File: config.mk
export PLATFORM = sky130hd
export DESIGN_NAME = pfdts_ctrl
export DESIGN_NICKNAME = d
export VERILOG_FILES = /design/src/rtl/pfdts_pkg.sv /design/src/rtl/pfdts_ctrl.sv
export SDC_FILE = /design/constraint.sdc
export NUM_CORES = 1
export LEC_CHECK = 0
export BUFFER_PORTS_ARGS = -buffer_cell sky130_fd_sc_hd__buf_2
export CORE_MARGIN = 10
export CORE_UTILIZATION = 25
export CTS_CLUSTER_DIAMETER = 100
export DETAILED_ROUTE_END_ITERATION = 7
export PLACE_DENSITY = 0.53
export SLEW_MARGIN = 20
export SYNTH_ARGS = -nofsm -noshare
export SYNTH_HDL_FRONTEND = slang
export SYNTH_SLANG_ARGS = --single-unit
File: constraint.sdc
create_clock -name clock -period 1.63 [get_ports clock]
set_clock_uncertainty 0.1 [all_clocks]
set_input_delay 0.163 -clock clock [delete_from_list [all_inputs] [get_ports clock]]
set_output_delay 0.163 -clock clock [all_outputs]
set_load 0.01 [all_outputs]
File: src/rtl/pfdts_pkg.sv
// ----------------------------------------------------------------------------
// pfdts_pkg
// shared types and constants of the departure time shaper
// ----------------------------------------------------------------------------
`default_nettype none
package pfdts_pkg;

   localparam int TIME_W     = 64;
   localparam int LEN_W      = 16;
   localparam int FLOW_IDX_W = 10;
   localparam int RATE_W     = 40;
   localparam int LIMIT_W    = 48;
   localparam int CSR_DATA_W = 48;
   localparam int CSR_IDX_W  = 3;
   localparam int NS_W       = 30;
   localparam int PROD_W     = 46;
   localparam int DIV_STEPS  = PROD_W;
   localparam int DIV_CNT_W  = 6;

   localparam logic [NS_W-1:0]   NS_PER_SECOND       = NS_W'(1000000000);
   localparam logic [TIME_W-1:0] DOWNLOAD_BACKLOG_NS = 64'd2000000000;
   localparam logic [TIME_W-1:0] UPLOAD_BACKLOG_NS   = 64'd200000000;

   typedef enum logic [1:0] {
      MODE_OFF     = 2'd0,
      MODE_FLOW    = 2'd1,
      MODE_DYNAMIC = 2'd2,
      MODE_SHARED  = 2'd3
   } mode_type;

   typedef enum logic [CSR_IDX_W-1:0] {
      CSR_MODE           = 3'd0,
      CSR_DOWNLOAD_RATE  = 3'd1,
      CSR_UPLOAD_RATE    = 3'd2,
      CSR_PENALTY_RATE   = 3'd3,
      CSR_BURST_LIMIT    = 3'd4,
      CSR_WINDOW_LENGTH  = 3'd5,
      CSR_PENALTY_LENGTH = 3'd6
   } csr_index_type;

   typedef struct packed {
      logic [TIME_W-1:0] window_count;
      logic [TIME_W-1:0] window_start;
      logic [TIME_W-1:0] penalty_end;
      logic [TIME_W-1:0] depart_time;
      logic              penalty_flag;
   } record_type;

   localparam int RECORD_W = $bits(record_type);

   typedef enum logic [2:0] {
      ST_CLEAR,
      ST_IDLE,
      ST_READ,
      ST_EVAL,
      ST_CHECK,
      ST_DIV,
      ST_WRITE,
      ST_DONE
   } state_type;

   typedef struct packed {
      logic accept;
      logic clear;
      logic read;
      logic eval;
      logic check;
      logic div_step;
      logic write;
      logic load_out;
   } ctrl_cmd_type;

   typedef struct packed {
      logic mode_off;
      logic drop;
   } dp_status_type;

endpackage
`default_nettype wire

File: src/rtl/pfdts_ctrl.sv
// ----------------------------------------------------------------------------
// pfdts_ctrl
// sequencer: clearing pass, per packet steps, divider count, output handshake
// ----------------------------------------------------------------------------
`default_nettype none
module pfdts_ctrl import pfdts_pkg::*; #(
   parameter int FLOWS = 1024
) (
   input  wire logic                        clock,
   input  wire logic                        reset,
   input  wire logic                        req_valid,
   output logic                             req_ready,
   output logic                             rsp_valid,
   input  wire logic                        rsp_ready,
   input  wire dp_status_type               status,
   output ctrl_cmd_type                     cmd,
   output logic [$clog2(2*FLOWS)-1:0]       clr_addr
);
   localparam int AW = $clog2(2 * FLOWS);
   localparam logic [AW-1:0] LAST_ENTRY = AW'(2 * FLOWS - 1);

   state_type state_ff, state_in;
   logic [AW-1:0] clr_ff, clr_in;
   logic [DIV_CNT_W-1:0] cnt_ff, cnt_in;
   logic rsp_valid_ff, rsp_valid_in;
   logic out_free;

   assign out_free  = !rsp_valid_ff || rsp_ready;
   assign rsp_valid = rsp_valid_ff;
   assign clr_addr  = clr_ff;

   always_comb begin
      state_in = state_ff;
      unique case (state_ff)
         ST_CLEAR: if (clr_ff == LAST_ENTRY) state_in = ST_IDLE;
         ST_IDLE: begin
            if (req_valid) state_in = status.mode_off ? ST_DONE : ST_READ;
         end
         ST_READ:  state_in = ST_EVAL;
         ST_EVAL:  state_in = ST_CHECK;
         ST_CHECK: state_in = status.drop ? ST_WRITE : ST_DIV;
         ST_DIV:   if (cnt_ff == DIV_CNT_W'(DIV_STEPS - 1)) state_in = ST_WRITE;
         ST_WRITE: state_in = ST_DONE;
         ST_DONE:  if (out_free) state_in = ST_IDLE;
         default:  state_in = ST_CLEAR;
      endcase
   end

   always_comb begin
      cmd       = '0;
      req_ready = 1'b0;
      clr_in    = clr_ff;
      cnt_in    = cnt_ff;
      unique case (state_ff)
         ST_CLEAR: begin
            cmd.clear = 1'b1;
            clr_in    = clr_ff + AW'(1);
         end
         ST_IDLE: begin
            req_ready  = 1'b1;
            cmd.accept = req_valid;
         end
         ST_READ:  cmd.read  = 1'b1;
         ST_EVAL:  cmd.eval  = 1'b1;
         ST_CHECK: begin
            cmd.check = 1'b1;
            cnt_in    = '0;
         end
         ST_DIV: begin
            cmd.div_step = 1'b1;
            cnt_in       = cnt_ff + DIV_CNT_W'(1);
         end
         ST_WRITE: cmd.write    = 1'b1;
         ST_DONE:  cmd.load_out = out_free;
         default: ;
      endcase
   end

   assign rsp_valid_in = cmd.load_out || (rsp_valid_ff && !rsp_ready);

   always_ff @(posedge clock) begin
      if (reset) begin
         state_ff     <= ST_CLEAR;
         clr_ff       <= '0;
         cnt_ff       <= '0;
         rsp_valid_ff <= 1'b0;
      end else begin
         state_ff     <= state_in;
         clr_ff       <= clr_in;
         cnt_ff       <= cnt_in;
         rsp_valid_ff <= rsp_valid_in;
      end
   end
endmodule
`default_nettype wire

==> metrics.txt, run 1 <==
status complete, but fails checks; failing checks setup timing; Setup crit start kind flip-flop; layout cells sized above 1 between 40% and 50%; Tcrit/Tclk final 101%; die height 87.6 um; FMAX 606 MHz; Reg clk slew, reported paths around 90 ps; WL final 3.06 mm; Clock Power Share 37.7%; diodes inserted 0; Port Buffers 26; CTS buffer count 3; Longest Clk Path Bufs 2; number of synthesized flops with an enable pin 0; static leakage between 0.7 and 0.8 nW; NetSw approximately 230 uW; final slew viol count 0; post-synthesis register bit count 21; Tot GR Track Use under 10%; Sw Share between 20% and 30%; peak supply drop between 400 and 500 uV; number of hold violations in the final report 0; dominant synthesized flop cell dfxtp_1; # setup viols final 1; Root Buffer clkbuf_8; kind of critical path reg -> reg; CP Launch Point clr_addr[1]$_SDFFE_PP0P_; Comb power frac approximately 8%; Layout area overhead 45.8%; core footprint around 4400 um^2; Slew @ Worst Pin roughly 400 ps; syn_area_per_cell 7.94 um^2; sequential share of power approximately 54%; grt met2 use 12.0%; Int Pwr between 700 and 800 uW; Via density 4.61; post-layout min period approximately 1600 ps; met3 Use GR between 3 and 4%; largest net degree at the start of global routing 23; most frequent cells in the layout buf_2 (25), buf_4 (24), nor2_1 (21), nand2_1 (15), dfxtp_1 (15); DRC 0; Net count, final 200; 1st-iter DRT viols 59; Reg-to-Reg Start clr_addr[1]$_SDFFE_PP0P_; Worst R2R Setup Slack -20 ps; Most Crowded Layer GR met2; post-route cell area about 1700 um^2; clk sinks 21; Die Area 7680 um^2; commonest non-fill, non-tap cell in the layout buf_2; R2R Path End clr_addr[4]$_SDFFE_PP0P_; first-pass GRT wire length 5.09 mm; Critical Path End clr_addr[4]$_SDFFE_PP0P_; YS warnings 0; DP HPWL about 2.2 mm; Mapped Area 1140 um^2; distinct cell type count after synthesis between 40 and 50; HP Class in -> reg; vias in the first global route between 1k and 1.5k; Final Util a little under two fifths; TritonRoute pass-1 iters 4; via count around 1.1k; Async SR Flop Fraction 0%; Worst EP required ~1700 ps; IO Count 27; Placed Area 1470 um^2; die width just under 90 um; max_slew headroom between 70% and 80%; initial core utilization a little over a quarter; max-capacitance violation count 0; total power slightly below 1 mW; Cells after Synth 144; CTS tree built; initial antenna violation count 0; total grt overflow 0; sequential share of the synthesized area approximately 37%; Syn Nets roughly 150; Worst R2R Path Depth 4; Critical Path End Type flip-flop; Crit Path Max Fanout 6; met1 usage between 10% and 20%; unrepaired setup endpoints after global routing true; setup TNS -19.0 ps; WL/cell 12.7 um; FP Rows 24; Hold Buf Count CTS 0; Final GP Congestion 0.753; critical path arrival between 1500 and 2000 ps; PD cells 576 nW/um^2; Skew-Pair Late Insertion Delay about 270 ps; Final ANT Viol Nets 0; CTS H-Tree Depth 1; Final WS setup -19.0 ps
## worst max-delay path, cell delays in order, from the launching register on
cell and delay, ps:
dfxtp_4 360, ha_4 130, or4b_4 540, or3_1 340, a21oi_1 120
## sequential cells by signal, summed over array words and instances, names as in the netlist
name / count
rsp_valid: 1
clr_addr: 11
cnt_ff: 6
state_ff: 3
## synthesized netlist by cell type, drive strengths merged (3+ instances only)
library cell	n	area share, %
or3	3	1.6
a21oi	9	3.9
nor4	4	3.5
nor2	21	6.9
nand3	4	1.8
buf	4	2.7
xnor2	6	4.6
nor3	7	3.1
nor2b	4	2.2
nand2	15	4.9
clkbuf	7	2.3
inv	5	1.6
ha	3	3.3
nand4	3	1.6
dfxtp	21	37
## stage by stage
step,cells,hold WS (ps),setup WS (ps)
after floorplan,144,257,-54.2
after global placement,232,393,-7.93
after detailed placement,232,396,-44.4
after CTS,238,115,-4.57
after global routing,242,148,-57.9
final,242,123,-19.0
## what timing repair did
item                                    4_1_cts  5_1_grt
buffers inserted                              3        4
resized for setup                            11       14
endpoints found under the setup margin        6       15
pin swaps                                     1        7
## logic make-up after synthesis
family                     count (synthesis)  share of synthesized area [%]
and+or+nand+nor                           72                           33.2
AOI/OAI and AO/OA                         22                           12.1
DFF                                       21                           36.8
buffers and inverters                     16                           6.67
xor gates and xnor gates                   8                           6.13
adders and majority gates                  3                           3.28
muxes                                      2                           1.86
## area by class of cell
class,instances,area [um^2]
clock buffers,3,41.3
clock inverters,1,7.51
fillers,467,2720
inverters,5,21.3
multi-input cells,107,743
flip-flops and latches,21,435
well taps,52,65.1
repair buffers,53,354
## per-layer routing
| metal | wire [um] | share of wire [%] | vias up |
|---|---|---|---|
| met4 | 25 | 0.82 | 0 |
| met5 | 0 | 0 | - |
| li1 | - | - | 588 |
| met1 | 1480 | 48 | 496 |
| met3 | 272 | 8.9 | 2 |
| met2 | 1290 | 42 | 30 |
## power groups by stage
stage	clock network, mW	registers [mW]	logic [mW]
after CTS	0.382	0.524	0.0724
after detailed placement	0	0.537	0.0654
after global placement	0	0.536	0.0662
after floorplan	0	0.543	0.0302
after global routing	0.402	0.524	0.0845
final	0.362	0.522	0.0757
## worst min path at each step
stage | from | endpoint | slack [ps] | depth (start not counted)
2_1_floorplan | reset | state_ff[0]$_SDFFE_PP0P_ | 260 | 2
3_3_place_gp | rsp_ready | rsp_valid$_SDFF_PP0_ | 390 | 3
3_5_place_dp | rsp_ready | rsp_valid$_SDFF_PP0_ | 400 | 3
4_1_cts | rsp_ready | rsp_valid$_SDFF_PP0_ | 110 | 3
5_1_grt | rsp_ready | rsp_valid$_SDFF_PP0_ | 150 | 3
6_report | rsp_ready | rsp_valid$_SDFF_PP0_ | 120 | 3
Power figures use the tool's default switching activity.
==> run 2: changes to the inputs <==
--- a/config.mk
+++ b/config.mk
@@ -11,7 +11,7 @@
 export CTS_CLUSTER_DIAMETER = 100
 export DETAILED_ROUTE_END_ITERATION = 7
 export PLACE_DENSITY = 0.53
-export SLEW_MARGIN = 20
+export RECOVER_POWER = 25
 export SYNTH_ARGS = -nofsm -noshare
 export SYNTH_HDL_FRONTEND = slang
 export SYNTH_SLANG_ARGS = --single-unit
==> run 2 against run 1 <==
The run still ends with setup timing left. Count of clock-buffer cells in the layout is the same. Sequential power is essentially flat. Die area is the same. Wire length is essentially flat. Largest cell class unchanged. Critical endpoint unchanged. Final area shrank 0.30%. Critical path depth is the same. Setup slack is essentially flat. Core utilization shrank 0.11 points. Maximum frequency is essentially flat. Critical path type unchanged. Non-clock buffer count is the same.
==> metrics.txt, run 2 (synthesized netlist as in run 1, its figures left out) <==
status complete, but fails checks; failing checks setup timing; crit path buf inv count 0; unrepaired setup endpoints after global routing true; FMAX roughly 600 MHz; fin cells around 240; # setup viols final 1; Root Buffer clkbuf_8; worst hold endpoint rsp_valid$_SDFF_PP0_; initial core utilization 26.1%; CTS H-Tree Depth 1; Die Area approximately 7700 um^2; max_slew headroom ~73%; die width between 80 and 90 um; kind of critical path reg -> reg; Critical Path End Type flip-flop; first-pass GRT wire length between 5 and 6 mm; Worst R2R Path Depth 4; critical path arrival between 1500 and 2000 ps; placed cell count between 200 and 250; DRC 0; PD cells between 500 and 600 nW/um^2; Final Util roughly 38%; diodes inserted 0; TritonRoute pass-1 iters 4; initial antenna violation count 0; hold depth 3; DP HPWL between 2 and 2.5 mm; largest net degree at the start of global routing 23; Sw Share between 20% and 30%; layout cells sized above 1 between 30% and 40%; max incr delay on CP ~540 ps; max-capacitance violation count 0; number of hold violations in the final report 0; 1st-iter DRT viols just under 60; HP Class in -> reg; static leakage about 0.69 nW; total power 960 uW; IO Count 27; commonest non-fill, non-tap cell in the layout buf_4; Tot GR Track Use 8.14%; Skew-Pair Late Insertion Delay 270 ps; Net count, final 200; Slew @ Worst Pin 402 ps; Longest Clk Path Bufs 2; number of flip-flops in the largest register 11; FP Rows 24; peak supply drop between 400 and 500 uV; Worst R2R Setup Slack -20 ps; core footprint ~4400 um^2; Crit Path Max Fanout 6; Reg-to-Reg Start clr_addr[1]$_SDFFE_PP0P_; final slew viol count 0; cell breakdown of the critical path ha_4 > or4b_4 > or3_1 > a21oi_1; Hold Buf Count CTS 0; die height a little under 90 um; clk sinks 21; Via density between 4 and 5; delay-heaviest family, CP simple AND/OR/NAND/NOR gates; Int Pwr a little over 700 uW; R2R Path End clr_addr[4]$_SDFFE_PP0P_; Final ANT Viol Nets 0; Placed Area between 1000 and 1500 um^2; Port Buffers 26; Layout area overhead 45.4%; Worst EP required approximately 1700 ps; post-layout min period between 1500 and 2000 ps; Final GP Congestion between 0.7 and 0.8; Comb power frac approximately 7.9%; sequential share of power between 50% and 60%; most frequent cells in the layout buf_4 (24), nor2_1 (21), buf_2 (21), nand2_1 (15), dfxtp_1 (15); WL final 3.06 mm; worst hold slack approximately 120 ps; Clock Power Share 37.7%; Setup crit start kind flip-flop; Reg clk slew, reported paths around 90 ps; post-route cell area approximately 1700 um^2; via count roughly 1.1k; Final WS setup -19.0 ps; CTS buffer count 3; NetSw 234 uW; total grt overflow 0; Tcrit/Tclk final 101%; vias in the first global route around 1.1k; slowest stage cell on the critical path or4b_4; WL/cell ~13 um; Worst Min Path Start rsp_ready; CTS tree built
==> run 2: changes by cell type in the layout (fill, tap and decap cells not counted) <==
cell / before / now
buf_2: 25 / 21
clkbuf_1: 0 / 4
==> run 2: worst max-delay path by stage <==
stage | from | end | depth (start not counted)
6_report | clr_addr[1]$_SDFFE_PP0P_ | clr_addr[4]$_SDFFE_PP0P_ | 4
5_1_grt | clr_addr[1]$_SDFFE_PP0P_ | clr_addr[10]$_SDFFE_PP0P_ | 5
4_1_cts | clr_addr[1]$_SDFFE_PP0P_ | clr_addr[8]$_SDFFE_PP0P_ | 5
3_5_place_dp | clr_addr[1]$_SDFFE_PP0P_ | clr_addr[8]$_SDFFE_PP0P_ | 5
3_3_place_gp | clr_addr[1]$_SDFFE_PP0P_ | clr_addr[8]$_SDFFE_PP0P_ | 5
2_1_floorplan | clr_addr[1]$_SDFFE_PP0P_ | clr_addr[8]$_SDFFE_PP0P_ | 6
==> run 2: layout make-up <==
type                            instances  area (um^2)
Fill cell                             468         2720
Multi-Input combinational cell        107          743
Sequential cell                        21          435
Timing Repair Buffer                   53          349
Tap cell                               52         65.1
Clock buffer                            3         41.3
Inverter                                5         21.3
Clock inverter                          1         7.51
==> run 2: metrics by stage <==
step	TNS (ps)	setup slack, ps
3_3_place_gp	-15.3	-7.93
2_1_floorplan	-141	-54.2
4_1_cts	-4.64	-4.57
5_1_grt	-221	-57.9
3_5_place_dp	-79.9	-44.4
6_report	-19.0	-19.0
==> run 2: metal layers <==
layer | wire length (um) | vias to the layer above | track usage, %
met3 | 272 | 2 | 3.81
met4 | 25 | 0 | 2.17
met2 | 1290 | 30 | 12.0
li1 | - | 588 | -
met1 | 1480 | 498 | 10.4
met5 | 0 | - | 0
==> run 2: worst min-delay path, cell delays in order <==
cell,delay (ps)
buf_2,70
nand2b_1,130
a21oi_1,70
==> run 2: power groups by stage <==
stage,Sequential (mW),Clock (mW),Combinational [mW]
finish,0.522,0.362,0.0756
global route,0.524,0.402,0.0845
CTS,0.524,0.382,0.0724
detailed placement,0.537,0,0.0654
global placement,0.536,0,0.0662
floorplan,0.543,0,0.0302
==> run 2: timing repair <==
| item | CTS | global route |
|---|---|---|
| buffers inserted | 3 | 4 |
| resized for setup | 11 | 14 |
| pin swaps | 1 | 7 |
| setup endpoints to repair | 6 | 15 |
==> run 3: changes to the inputs <==
--- a/config.mk
+++ b/config.mk
@@ -6,7 +6,6 @@
 export NUM_CORES = 1
 export LEC_CHECK = 0
 export BUFFER_PORTS_ARGS = -buffer_cell sky130_fd_sc_hd__buf_2
-export CORE_MARGIN = 10
 export CORE_UTILIZATION = 25
 export CTS_CLUSTER_DIAMETER = 100
 export DETAILED_ROUTE_END_ITERATION = 7
@@ -15,3 +14,4 @@
 export SYNTH_ARGS = -nofsm -noshare
 export SYNTH_HDL_FRONTEND = slang
 export SYNTH_SLANG_ARGS = --single-unit
+export TNS_END_PERCENT = 20
==> run 3 against run 2 <==
The flow now finishes without violations. Total power fell by 1.3%. Global-route usage rose by 4.3 points. Critical path depth did not move. Wire length fell by 7.8%. Largest cell class unchanged. Largest power group unchanged.
==> metrics.txt, run 3 (synthesized netlist as in run 1, its figures left out) <==
# setup viols final 0; setup TNS 0 ps; die height 69.6 um; Worst EP required approximately 1700 ps; DP HPWL between 1.5 and 2 mm; static leakage ~0.65 nW; IO Count 27; Final Util a little over a third; peak supply drop approximately 430 uV; Root Buffer clkbuf_8; DRC 0; total grt overflow 0; Worst R2R Path Depth 4; CTS tree built; 1st-iter DRT viols 57; Crit Path Max Fanout 6; Layout area overhead 40.4%; Reg clk slew, reported paths approximately 90 ps; first-pass GRT wire length a little under 5 mm; Skew-Pair Late Insertion Delay 260 ps; core footprint approximately 4400 um^2; status completed; Tot GR Track Use between 10% and 20%; max-capacitance violation count 0; Slew @ Worst Pin between 400 and 500 ps; Final GP Congestion about 0.75; unrepaired setup endpoints after global routing true; vias in the first global route 1048; Tcrit/Tclk final about 100%; FP Rows 24; CTS buffer count 3; final slew viol count 0; Critical Path End clr_addr[4]$_SDFFE_PP0P_; Die Area between 4000 and 5000 um^2; FMAX approximately 600 MHz; post-layout min period 1620 ps; CTS H-Tree Depth 1; die width about 70 um; Net count, final around 200; Via density ~4.7; clk sinks 21; layout cells sized above 1 approximately 37%; Longest Clk Path Bufs 2; max_slew headroom approximately 72%; initial core utilization a little over a quarter; most frequent cells in the layout nor2_1 (21), buf_2 (21), buf_4 (19), nand2_1 (15), dfxtp_1 (14); WL/cell ~12 um; critical path arrival roughly 1700 ps; TritonRoute pass-1 iters 4; Worst R2R Setup Slack ~5.1 ps; Final ANT Viol Nets 0; worst hold slack 110 ps; Port Buffers 26; fill cell count between 400 and 500; Reg-to-Reg Start clr_addr[0]$_SDFFE_PP0P_; multi-input combinational cell area about 720 um^2; number of flip-flops in the largest register 11; largest net degree at the start of global routing 23; WL final 2.82 mm; total power around 950 uW; HP Class in -> reg; Critical Path End Type flip-flop; number of hold violations in the final report 0; PD cells around 600 nW/um^2; R2R Path End clr_addr[4]$_SDFFE_PP0P_; kind of critical path reg -> reg; initial antenna violation count 0; diodes inserted 0; via count 1121; CP Launch Point clr_addr[0]$_SDFFE_PP0P_; Setup crit start kind flip-flop; FF+latch area 434 um^2
run 3: where the power goes:
group          internal [mW]  leakage (nW)  switching [mW]
Combinational         0.0338         0.446          0.0369
Clock                  0.170        0.0255           0.183
Sequential             0.519         0.173         0.00522
Total                  0.723         0.645           0.225
run 3: cell type report:
class | instances | area share [%]
Clock buffer | 3 | 2.57
Clock inverter | 1 | 0.312
Inverter | 5 | 1.33
Multi-Input combinational cell | 107 | 44.7
Sequential cell | 21 | 27.0
Tap cell | 52 | 4.05
Timing Repair Buffer | 48 | 20.0
run 3: how the worst min path moves through the flow:
| stage | startpoint | endpoint | slack (ps) | cells past startpoint |
|---|---|---|---|---|
| after CTS | rsp_ready | rsp_valid$_SDFF_PP0_ | 100 | 3 |
| final | rsp_ready | rsp_valid$_SDFF_PP0_ | 110 | 3 |
| after floorplan | reset | state_ff[0]$_SDFFE_PP0P_ | 260 | 2 |
| after detailed placement | rsp_ready | rsp_valid$_SDFF_PP0_ | 390 | 3 |
| after global placement | rsp_ready | rsp_valid$_SDFF_PP0_ | 390 | 3 |
| after global routing | rsp_ready | rsp_valid$_SDFF_PP0_ | 140 | 3 |
run 3: layer usage:
layer / wire length [um] / up-vias / track usage (%) / part of all wire (%)
met4: 27 / 0 / 3.33 / 0.96
met5: 0 / - / 0 / 0
met3: 134 / 2 / 3.20 / 4.7
met1: 1410 / 519 / 18.2 / 50
met2: 1250 / 23 / 18.1 / 44
li1: - / 577 / - / -
run 3: per-stage QoR:
stage,setup slack [ps],instance area [um^2],cells
finish,5.12,1610,237
detailed placement,-18.0,1460,231
global placement,-13.5,1460,231
floorplan,-60.0,1160,144
CTS,7.32,1550,235
global route,-79.0,1610,237
run 3: repair_timing:
action,CTS,global route
endpoints found under the setup margin,6,15
buffers inserted,1,2
pin swaps,1,8
gates resized for setup,11,10
gates cloned,0,0
hold buffers,0,0
run 3: worst max-delay path: stages (launching register included):
cell and delay [ps]:
dfxtp_4 360, ha_4 130, or4b_4 520, or3_1 340
a21oi_2 110
